File: src/hw/rtl/sphere_point_from_uniform_pair_top_assert.svh
// ----------------------------------------------------------------------------
// Assertion macros for the sphere point picker
// Shared implication checks, clocked on clk_i and disabled while rst_ni is low.
// ----------------------------------------------------------------------------
`ifndef SPHERE_POINT_FROM_UNIFORM_PAIR_TOP_ASSERT_SVH
`define SPHERE_POINT_FROM_UNIFORM_PAIR_TOP_ASSERT_SVH

// The consequent must hold in the same cycle as the antecedent.
`define SPPICK_ASSERT_IMPL(lbl, ante, cons) \
  lbl: assert property (@(posedge clk_i) disable iff (!rst_ni) (ante) |-> (cons)) \
    else $error("sppick: same-cycle check failed");

// The consequent must hold in the cycle after the antecedent.
`define SPPICK_ASSERT_NEXT(lbl, ante, cons) \
  lbl: assert property (@(posedge clk_i) disable iff (!rst_ni) (ante) |=> (cons)) \
    else $error("sppick: next-cycle check failed");

`endif

File: src/hw/rtl/sppick_pkg.sv
// ----------------------------------------------------------------------------
// sppick_pkg
// Widths, constants, the side-band payload type and the rounding helper of
// the sphere point picker.
// ----------------------------------------------------------------------------
package sppick_pkg;

  localparam int unsigned FRAC_BITS   = 15;
  localparam int unsigned SAMPLE_W    = 16;
  localparam int unsigned OUT_W       = 16;
  localparam int unsigned IN_TDATA_W  = 2 * SAMPLE_W;
  localparam int unsigned OUT_TDATA_W = 3 * OUT_W;

  // Square of one sample, sum of two squares, square root radicand and root.
  localparam int unsigned SQ_W        = 2 * FRAC_BITS + 1;
  localparam int unsigned SUM_W       = SQ_W + 1;
  localparam int unsigned RAD_W       = 2 * FRAC_BITS + 2;
  localparam int unsigned ROOT_W      = FRAC_BITS + 1;
  localparam int unsigned REM_W       = ROOT_W + 2;
  localparam int unsigned SQRT_STAGES = RAD_W / 2;

  // Sample times root, and the doubled product that gets rounded.
  localparam int unsigned MUL_W       = SAMPLE_W + ROOT_W + 1;
  localparam int unsigned PROD_W      = MUL_W + 1;
  localparam int unsigned RND_W       = PROD_W - FRAC_BITS;

  localparam logic [SUM_W-1:0]         ONE2     = SUM_W'(1) << (2 * FRAC_BITS);
  localparam logic [ROOT_W-1:0]        ROOT_ONE = ROOT_W'(1) << FRAC_BITS;
  localparam logic [PROD_W-1:0]        HALF     = PROD_W'(1) << (FRAC_BITS - 1);
  localparam logic signed [RND_W-1:0]  RND_HI   = RND_W'((2 ** (OUT_W - 1)) - 1);
  localparam logic signed [RND_W-1:0]  RND_LO   = RND_W'(-(2 ** (OUT_W - 1)));

  typedef struct packed {
    logic signed [SAMPLE_W-1:0] a;
    logic signed [SAMPLE_W-1:0] b;
    logic signed [OUT_W-1:0]    z;
  } side_t;

  // Drops FRAC_BITS fraction bits, rounding to nearest with ties upward,
  // then saturates to the output range.
  function automatic logic signed [OUT_W-1:0] round_sat(input logic signed [PROD_W-1:0] v);
    logic [PROD_W-1:0]        t;
    logic signed [RND_W-1:0]  sh;
    logic signed [OUT_W-1:0]  r;
    t  = v + HALF;
    sh = $signed(t[PROD_W-1:FRAC_BITS]);
    if (sh > RND_HI) begin
      r = RND_HI[OUT_W-1:0];
    end else if (sh < RND_LO) begin
      r = RND_LO[OUT_W-1:0];
    end else begin
      r = sh[OUT_W-1:0];
    end
    return r;
  endfunction

endpackage

File: src/hw/rtl/sppick_isqrt_pipe.sv
// ----------------------------------------------------------------------------
// sppick_isqrt_pipe
// Pipelined integer square root, one result bit per stage, carrying a
// side-band payload alongside. Each stage stalls only when it is full and
// the stage after it cannot take its contents.
// ----------------------------------------------------------------------------
`include "sphere_point_from_uniform_pair_top_assert.svh"

module sppick_isqrt_pipe
  import sppick_pkg::*;
(
  input  logic              clk_i,
  input  logic              rst_ni,
  input  logic              valid_i,
  output logic              ready_o,
  input  logic [RAD_W-1:0]  rad_i,
  input  side_t             side_i,
  output logic              valid_o,
  input  logic              ready_i,
  output logic [ROOT_W-1:0] root_o,
  output side_t             side_o
);

  logic [SQRT_STAGES-1:0] stg_v;
  logic [SQRT_STAGES:0]   stg_rdy;
  logic [RAD_W-1:0]       stg_rad  [SQRT_STAGES];
  logic [REM_W-1:0]       stg_rem  [SQRT_STAGES];
  logic [ROOT_W-1:0]      stg_root [SQRT_STAGES];
  side_t                  stg_side [SQRT_STAGES];

  assign stg_rdy[SQRT_STAGES] = ready_i;

  for (genvar j = 0; j < SQRT_STAGES; j++) begin : g_step
    logic              pv;
    logic [RAD_W-1:0]  prad;
    logic [REM_W-1:0]  prem;
    logic [ROOT_W-1:0] proot;
    side_t             pside;
    logic [REM_W-1:0]  rem_sh;
    logic [REM_W-1:0]  trial;
    logic [REM_W-1:0]  rem_d;
    logic [ROOT_W-1:0] root_d;
    logic              v_q;
    logic [RAD_W-1:0]  rad_q;
    logic [REM_W-1:0]  rem_q;
    logic [ROOT_W-1:0] root_q;
    side_t             side_q;

    if (j == 0) begin : g_first
      assign pv    = valid_i;
      assign prad  = rad_i;
      assign prem  = '0;
      assign proot = '0;
      assign pside = side_i;
    end else begin : g_next
      assign pv    = stg_v[j-1];
      assign prad  = stg_rad[j-1];
      assign prem  = stg_rem[j-1];
      assign proot = stg_root[j-1];
      assign pside = stg_side[j-1];
    end

    // Bring down the next two radicand bits and try root*4+1 against them.
    always_comb begin
      rem_sh = {prem[REM_W-3:0], prad[RAD_W-1 -: 2]};
      trial  = {proot, 2'b01};
      if (rem_sh >= trial) begin
        rem_d  = rem_sh - trial;
        root_d = {proot[ROOT_W-2:0], 1'b1};
      end else begin
        rem_d  = rem_sh;
        root_d = {proot[ROOT_W-2:0], 1'b0};
      end
    end

    assign stg_rdy[j] = !v_q || stg_rdy[j+1];

    always_ff @(posedge clk_i or negedge rst_ni) begin
      if (!rst_ni) begin
        v_q <= 1'b0;
      end else if (stg_rdy[j]) begin
        v_q <= pv;
      end
    end

    always_ff @(posedge clk_i) begin
      if (stg_rdy[j] && pv) begin
        rad_q  <= prad << 2;
        rem_q  <= rem_d;
        root_q <= root_d;
        side_q <= pside;
      end
    end

    assign stg_v[j]    = v_q;
    assign stg_rad[j]  = rad_q;
    assign stg_rem[j]  = rem_q;
    assign stg_root[j] = root_q;
    assign stg_side[j] = side_q;
  end

  assign ready_o = stg_rdy[0];
  assign valid_o = stg_v[SQRT_STAGES-1];
  assign root_o  = stg_root[SQRT_STAGES-1];
  assign side_o  = stg_side[SQRT_STAGES-1];

  // The radicand never exceeds one, so neither does its root.
  `SPPICK_ASSERT_IMPL(a_root_max, valid_o, root_o <= ROOT_ONE)
  // Back-pressure reaches the input only when every stage is occupied.
  `SPPICK_ASSERT_IMPL(a_stall_full, !ready_o, (&stg_v) && !ready_i)
  // A stalled final stage keeps its root for the next cycle.
  `SPPICK_ASSERT_NEXT(a_root_hold, valid_o && !ready_i, valid_o && $stable(root_o))

endmodule

File: src/hw/rtl/sphere_point_from_uniform_pair_top.sv
// ----------------------------------------------------------------------------
// sphere_point_from_uniform_pair_top
// Sphere point picking from a uniform pair in Q1.15: a pair (a, b) with
// s = a^2 + b^2 < 1 becomes the unit vector (2a*sqrt(1-s), 2b*sqrt(1-s),
// 1-2s); pairs with s >= 1 are dropped without a result.
//
//   Channel  Dir  tdata fields (LSB first)              Meaning
//   s_axis   in   sample_a[15:0], sample_b[31:16]       uniform sample pair
//   m_axis   out  dir_x[15:0], dir_y[31:16], dir_z[47:32] unit vector
//
// One pair is accepted per cycle unless back-pressure fills the pipeline.
// A kept pair passes squares, sum, reject/radicand, 16 square root stages,
// products and rounding; the bit-per-stage root sets the pipeline depth.
// Reset clears only the valid bits; payload registers are not reset.
// Each stage holds while it is full and the next one cannot take it, so
// bubbles and dropped pairs are squeezed out and a stall loses nothing.
// ----------------------------------------------------------------------------
`include "sphere_point_from_uniform_pair_top_assert.svh"

module sphere_point_from_uniform_pair_top
  import sppick_pkg::*;
(
  input  logic                   clk_i,
  input  logic                   rst_ni,
  input  logic                   s_axis_tvalid_i,
  output logic                   s_axis_tready_o,
  input  logic [IN_TDATA_W-1:0]  s_axis_tdata_i,   // sample_a, sample_b
  output logic                   m_axis_tvalid_o,
  input  logic                   m_axis_tready_i,
  output logic [OUT_TDATA_W-1:0] m_axis_tdata_o    // dir_x, dir_y, dir_z
);

  logic signed [SAMPLE_W-1:0]   in_a;
  logic signed [SAMPLE_W-1:0]   in_b;
  logic signed [2*SAMPLE_W-1:0] sqa_full;
  logic signed [2*SAMPLE_W-1:0] sqb_full;

  logic                         s1_rdy, s2_rdy, s3_rdy, s4_rdy, s5_rdy;
  logic                         s1_v_q, s2_v_q, s3_v_q, s4_v_q, m_v_q;

  logic signed [SAMPLE_W-1:0]   s1_a_q, s1_b_q;
  logic [SQ_W-1:0]              s1_sqa_q, s1_sqb_q;

  logic signed [SAMPLE_W-1:0]   s2_a_q, s2_b_q;
  logic [SUM_W-1:0]             s2_sum_d, s2_sum_q;

  logic                         s2_reject;
  logic signed [PROD_W-1:0]     z_wide;
  logic [RAD_W-1:0]             s3_rad_d, s3_rad_q;
  side_t                        s3_side_d, s3_side_q;

  logic                         sq_rdy, sq_v;
  logic [ROOT_W-1:0]            sq_root;
  side_t                        sq_side;

  logic signed [MUL_W-1:0]      s4_px_d, s4_py_d, s4_px_q, s4_py_q;
  logic signed [OUT_W-1:0]      s4_z_q;

  logic [OUT_TDATA_W-1:0]       m_data_d, m_data_q;

  assign in_a = $signed(s_axis_tdata_i[SAMPLE_W-1:0]);
  assign in_b = $signed(s_axis_tdata_i[IN_TDATA_W-1:SAMPLE_W]);

  // Ready chain: a stage loads when it is empty or its content moves on.
  assign s5_rdy = !m_v_q  || m_axis_tready_i;
  assign s4_rdy = !s4_v_q || s5_rdy;
  assign s3_rdy = !s3_v_q || sq_rdy;
  assign s2_rdy = !s2_v_q || s3_rdy;
  assign s1_rdy = !s1_v_q || s2_rdy;
  assign s_axis_tready_o = s1_rdy;

  // Stage 1: squares.
  assign sqa_full = in_a * in_a;
  assign sqb_full = in_b * in_b;

  // Stage 2: sum of squares.
  assign s2_sum_d = SUM_W'(s1_sqa_q) + SUM_W'(s1_sqb_q);

  // Stage 3: rejection, radicand 1-s and z = 1-2s.
  assign s2_reject = s2_sum_q >= ONE2;
  assign s3_rad_d  = RAD_W'(ONE2 - s2_sum_q);
  assign z_wide    = $signed(PROD_W'(ONE2) - (PROD_W'(s2_sum_q) << 1));

  always_comb begin
    s3_side_d.a = s2_a_q;
    s3_side_d.b = s2_b_q;
    s3_side_d.z = round_sat(z_wide);
  end

  sppick_isqrt_pipe u_isqrt (
    .clk_i   (clk_i),
    .rst_ni  (rst_ni),
    .valid_i (s3_v_q),
    .ready_o (sq_rdy),
    .rad_i   (s3_rad_q),
    .side_i  (s3_side_q),
    .valid_o (sq_v),
    .ready_i (s4_rdy),
    .root_o  (sq_root),
    .side_o  (sq_side)
  );

  // Stage 4: sample times root; the factor two is folded into rounding.
  assign s4_px_d = sq_side.a * $signed({1'b0, sq_root});
  assign s4_py_d = sq_side.b * $signed({1'b0, sq_root});

  // Stage 5: round, saturate and pack.
  assign m_data_d = {s4_z_q,
                     round_sat($signed({s4_py_q, 1'b0})),
                     round_sat($signed({s4_px_q, 1'b0}))};

  always_ff @(posedge clk_i or negedge rst_ni) begin
    if (!rst_ni) begin
      s1_v_q <= 1'b0;
      s2_v_q <= 1'b0;
      s3_v_q <= 1'b0;
      s4_v_q <= 1'b0;
      m_v_q  <= 1'b0;
    end else begin
      if (s1_rdy) begin
        s1_v_q <= s_axis_tvalid_i;
      end
      if (s2_rdy) begin
        s2_v_q <= s1_v_q;
      end
      if (s3_rdy) begin
        s3_v_q <= s2_v_q && !s2_reject;
      end
      if (s4_rdy) begin
        s4_v_q <= sq_v;
      end
      if (s5_rdy) begin
        m_v_q <= s4_v_q;
      end
    end
  end

  always_ff @(posedge clk_i) begin
    if (s1_rdy && s_axis_tvalid_i) begin
      s1_a_q   <= in_a;
      s1_b_q   <= in_b;
      s1_sqa_q <= sqa_full[SQ_W-1:0];
      s1_sqb_q <= sqb_full[SQ_W-1:0];
    end
    if (s2_rdy && s1_v_q) begin
      s2_a_q   <= s1_a_q;
      s2_b_q   <= s1_b_q;
      s2_sum_q <= s2_sum_d;
    end
    if (s3_rdy && s2_v_q) begin
      s3_rad_q  <= s3_rad_d;
      s3_side_q <= s3_side_d;
    end
    if (s4_rdy && sq_v) begin
      s4_px_q <= s4_px_d;
      s4_py_q <= s4_py_d;
      s4_z_q  <= sq_side.z;
    end
    if (s5_rdy && s4_v_q) begin
      m_data_q <= m_data_d;
    end
  end

  assign m_axis_tvalid_o = m_v_q;
  assign m_axis_tdata_o  = m_data_q;

  // Only pairs inside the unit disk reach the square root.
  `SPPICK_ASSERT_IMPL(a_rad_range, s3_v_q, (s3_rad_q != '0) && (s3_rad_q <= RAD_W'(ONE2)))
  // A pair on or outside the unit circle never enters the root pipeline.
  `SPPICK_ASSERT_NEXT(a_drop_reject, s2_v_q && s3_rdy && s2_reject, !s3_v_q)
  // The input is held off only when every stage up to the output is full.
  `SPPICK_ASSERT_IMPL(a_in_stall, !s_axis_tready_o,
                      s1_v_q && s2_v_q && s3_v_q && s4_v_q && m_v_q && !m_axis_tready_i)

endmodule

File: config.mk
export PLATFORM = sky130hd
export DESIGN_NAME = sphere_point_from_uniform_pair_top
export DESIGN_NICKNAME = d
export VERILOG_FILES = /design/src/hw/rtl/sppick_pkg.sv /design/src/hw/rtl/sppick_isqrt_pipe.sv /design/src/hw/rtl/sphere_point_from_uniform_pair_top.sv
export VERILOG_INCLUDE_DIRS = /design/src /design/src/hw/rtl
export SDC_FILE = /design/constraint.sdc
export NUM_CORES = 2
export LEC_CHECK = 0
export BUFFER_PORTS_ARGS = -buffer_cell sky130_fd_sc_hd__buf_2
export CELL_PAD_IN_SITES_DETAIL_PLACEMENT = 2
export CELL_PAD_IN_SITES_GLOBAL_PLACEMENT = 2
export CORE_UTILIZATION = 40
export DETAILED_ROUTE_END_ITERATION = 10
export PLACE_DENSITY_LB_ADDON = 0.1
export SYNTH_ARGS = -nofsm -noshare
export SYNTH_HDL_FRONTEND = slang
export SYNTH_SLANG_ARGS = --single-unit
File: constraint.sdc
create_clock -name clk_i -period 25.9 [get_ports clk_i]
set_input_delay 1.295 -clock clk_i [delete_from_list [all_inputs] [get_ports clk_i]]
set_output_delay 1.295 -clock clk_i [all_outputs]
set_load 0.01 [all_outputs]
==> reports/results.tsv <==
metric	value	unit
Clock Skews	0.0531	ns
Reg2Reg Depth	18	
Hold Crit Class	register to register	
worst-path fanout max	18	
commonest non-fill, non-tap cell in the layout	edfxtp_1	
Worst setup EP type	register	
H-tree levels	4	
Critical path buffers and inverters	6	
FP Rows	181	
Clk network pwr share	19.8	%
Mean Syn Cell Area	13.1	sq um
synth unique cells	84	
Slew Limit Fails	0	
die area	247000	sq um
Num CTS Buffers	186	
maxcap violations	0	
Critical Path AT	8.50	ns
Starting Density	40.3	%
Post-synth EDFFs	1699	
Syn Inst Count	7476	
hold path startpoint	u_isqrt.g_step[3].side_q[35]$_DFFE_PP_	
PostCTS Resize Cnt	0	
Setup Viol. Count Final	0	
RSZ-0062 raised after global routing	no	
port buffer count	85	
Static Leak	45.0	nW
Tcrit/Tclk final	30.6	%
Sw Share	39.7	%
clock-pin slew on the worst setup and hold paths	0.06	ns
largest net degree at the start of global routing	66	
worst endpoint required time	26.46	ns
layout cells sized above 1	6.56	%
Worst path max stage delay	0.64	ns
Seq pwr share	33.5	%
minimum clock period	7.93	ns
CP max-delay cell	clkinv_1	
Clock Tree Root	clkbuf_16	
prevailing post-synth register cell	edfxtp_1	
Syn Nets	8947	
DR vias/cell	5.04	
Worst Hold Path EP	u_isqrt.g_step[4].side_q[35]$_DFFE_PP_	
total power per unit cell area	126	nW/um^2
Yosys top cell by area	edfxtp_1	
crit start category	primary input	
reg2reg start	u_isqrt.side_o[33]$_DFFE_PP_	
Worst Tran Pin Value	1.21	ns
clock buffer depth	3	
die span in y	497	um
fill count	24100	
CP Class	primary input to register	
Synth Cell Area	98000	sq um
core area	243000	sq um
top post-synthesis cells by area	edfxtp_1, fa_1, ha_1	
Async S/R FF share, synth	1.22	%
Rel. slew slack	19.1	%
first-pass GRT wire length	415	mm
Area growth, synth to finish	10.6	%
worst flop-to-flop path endpoint	s4_px_q[25]$_DFFE_PP_	
Tot Pwr	13.6	mW
post-DP HPWL	200	mm
Final Wtd Congestion	0.801	
setup slack, reg-to-reg	18.60	ns
Via Count	55400	
status	complete, no violations	
Hold-fix buffers, CTS	0	
CTS tree	done	
Hold Path Stages	0	
Die X-Extent	497	um
register area	51500	sq um
vias in the first global route	65600	
commonest non-fill, non-tap cells in the layout	edfxtp_1, inv_1, fa_1, ha_1, nand2_1	
multi-input logic area	40700	sq um
layout net count	9107	
Yosys reg bits	1720	
Residual DRC	0	
Int Power	8.20	mW
CTS Sinks	1720	
total global-route track usage	22.3	%
Initial DRC Count	2330	
remaining antenna violation count	0	
Worst-Skew Late Latency	0.84	ns
Seq/Total Area, Yosys	52.6	%
drt total wl	269	mm
post-synth top area share	52.1	%
I/O pins	86	
P_sw	5.40	mW
CP delay by family, top	adder cells	
Post-CTS Setup Inserts	0	
antenna violations before repair	8	
combinational power share	46.7	%
DRT Pass-1 Iters	5	
routed len/inst	24.5	um
Final Hold Fails	0	
Peak VDD IR	0.334	mV
CP cell instances	buf_2, clkinv_1, nor2_1, fa_1, inv_1, fa_1, inv_1, fa_1, fa_1, fa_1, inv_1, fa_1, inv_1, ha_1, or3_1, o21ai_0, a21oi_1, a31oi_1, o21ai_0, nor3_1, o21bai_1, a21oi_1, xnor2_1	
Peak Freq	126	MHz
most used cell, CP	fa_1	
GRT overflow	0	
Ys Warns	0	
total negative slack	0	ns
==> power by group through the flow <==
stage	clock network [mW]	registers, mW	logic [mW]
CTS	2.77	4.58	6.57
global route	2.85	4.61	7.20
floorplan	0	4.43	4.55
global placement	0	4.50	6.22
finish	2.69	4.56	6.35
detailed placement	0	4.62	6.48
==> state kept, by name (all words and copies together) (netlist names), 32 cells and up <==
register,flops
u_isqrt.g_step.pside,48
u_isqrt.g_step.side_q,672
u_isqrt.g_step.rem_q,201
s3_side_q,48
u_isqrt.g_step.root_q,110
m_axis_tdata_o,48
s2_sum_q,32
u_isqrt.g_step.rad_q,228
s3_rad_q,32
u_isqrt.side_o,48
==> layer usage <==
layer	vias up	global-route usage (%)	wire length, um
met4	2	6.33	7230
li1	25100	-	-
met3	355	2.22	6020
met5	-	0	13
met1	29200	25.4	104000
met2	727	43.6	152000
==> cell usage after synthesis, types with 24 or more instances <==
| library cell | count |
|---|---|
| nor4_1 | 27 |
| o21ai_0 | 188 |
| edfxtp_1 | 1699 |
| xnor2_1 | 241 |
| a21oi_1 | 174 |
| inv_1 | 1382 |
| a21o_1 | 87 |
| clkbuf_1 | 155 |
| nand4_1 | 40 |
| nor2b_1 | 45 |
| and2_1 | 335 |
| nand3_1 | 85 |
| o21a_1 | 68 |
| mux2_2 | 30 |
| or3_1 | 24 |
| nor3_1 | 87 |
| xor2_1 | 125 |
| ha_1 | 588 |
| nor2_1 | 295 |
| fa_1 | 847 |
| nand2b_1 | 70 |
| nand2_1 | 566 |
==> worst max path at each step <==
stage | startpoint | end | slack [ns] | cells past startpoint
final | s_axis_tdata_i[15] | s1_sqa_q[30]$_DFFE_PP_ | 17.97 | 23
after global placement | s_axis_tdata_i[15] | s1_sqa_q[30]$_DFFE_PP_ | 17.14 | 23
after global routing | s_axis_tdata_i[15] | s1_sqa_q[30]$_DFFE_PP_ | 17.46 | 23
after CTS | s_axis_tdata_i[15] | s1_sqa_q[30]$_DFFE_PP_ | 17.85 | 23
after detailed placement | s_axis_tdata_i[15] | s1_sqa_q[30]$_DFFE_PP_ | 16.98 | 23
after floorplan | m_axis_tready_i | u_isqrt.g_step[4].rad_q[10]$_DFFE_PP_ | 16.74 | 7
==> metrics by stage <==
step           instance area [sq um]  std cells  hold slack, ns  setup WS (ns)  util, %
4_1_cts                       108000      11000           0.388          17.85     44.6
2_1_floorplan                  98000       7476           0.400          16.74        -
5_1_grt                       108000      11000           0.401          17.46     44.6
3_5_place_dp                  102000      10700           0.406          16.98     42.0
6_report                      108000      11000           0.397          17.97     44.6
3_3_place_gp                  102000      10700           0.400          17.14     42.0
==> cell families after synthesis <==
group	count (synthesis)	share of synthesized area, %
flops	1720	52.6
simple gates	1685	8.50
buf+inv	1551	5.96
fa+ha+maj	1435	24.8
compound gates	684	4.43
xor+xnor	366	3.27
mux	34	0.386
other cells	1	0.00383
==> final cells by class <==
class / instances / share of cell area (%)
timing repair buffer: 135 / 0.739
antenna: 4 / 0.00924
clock buffer: 230 / 4.58
sequential: 1720 / 47.6
inverter: 1388 / 4.81
clock inverter: 107 / 1.04
tap: 3202 / 3.70
multi-input combinational: 4205 / 37.6
(Power assumes the default switching activity.)
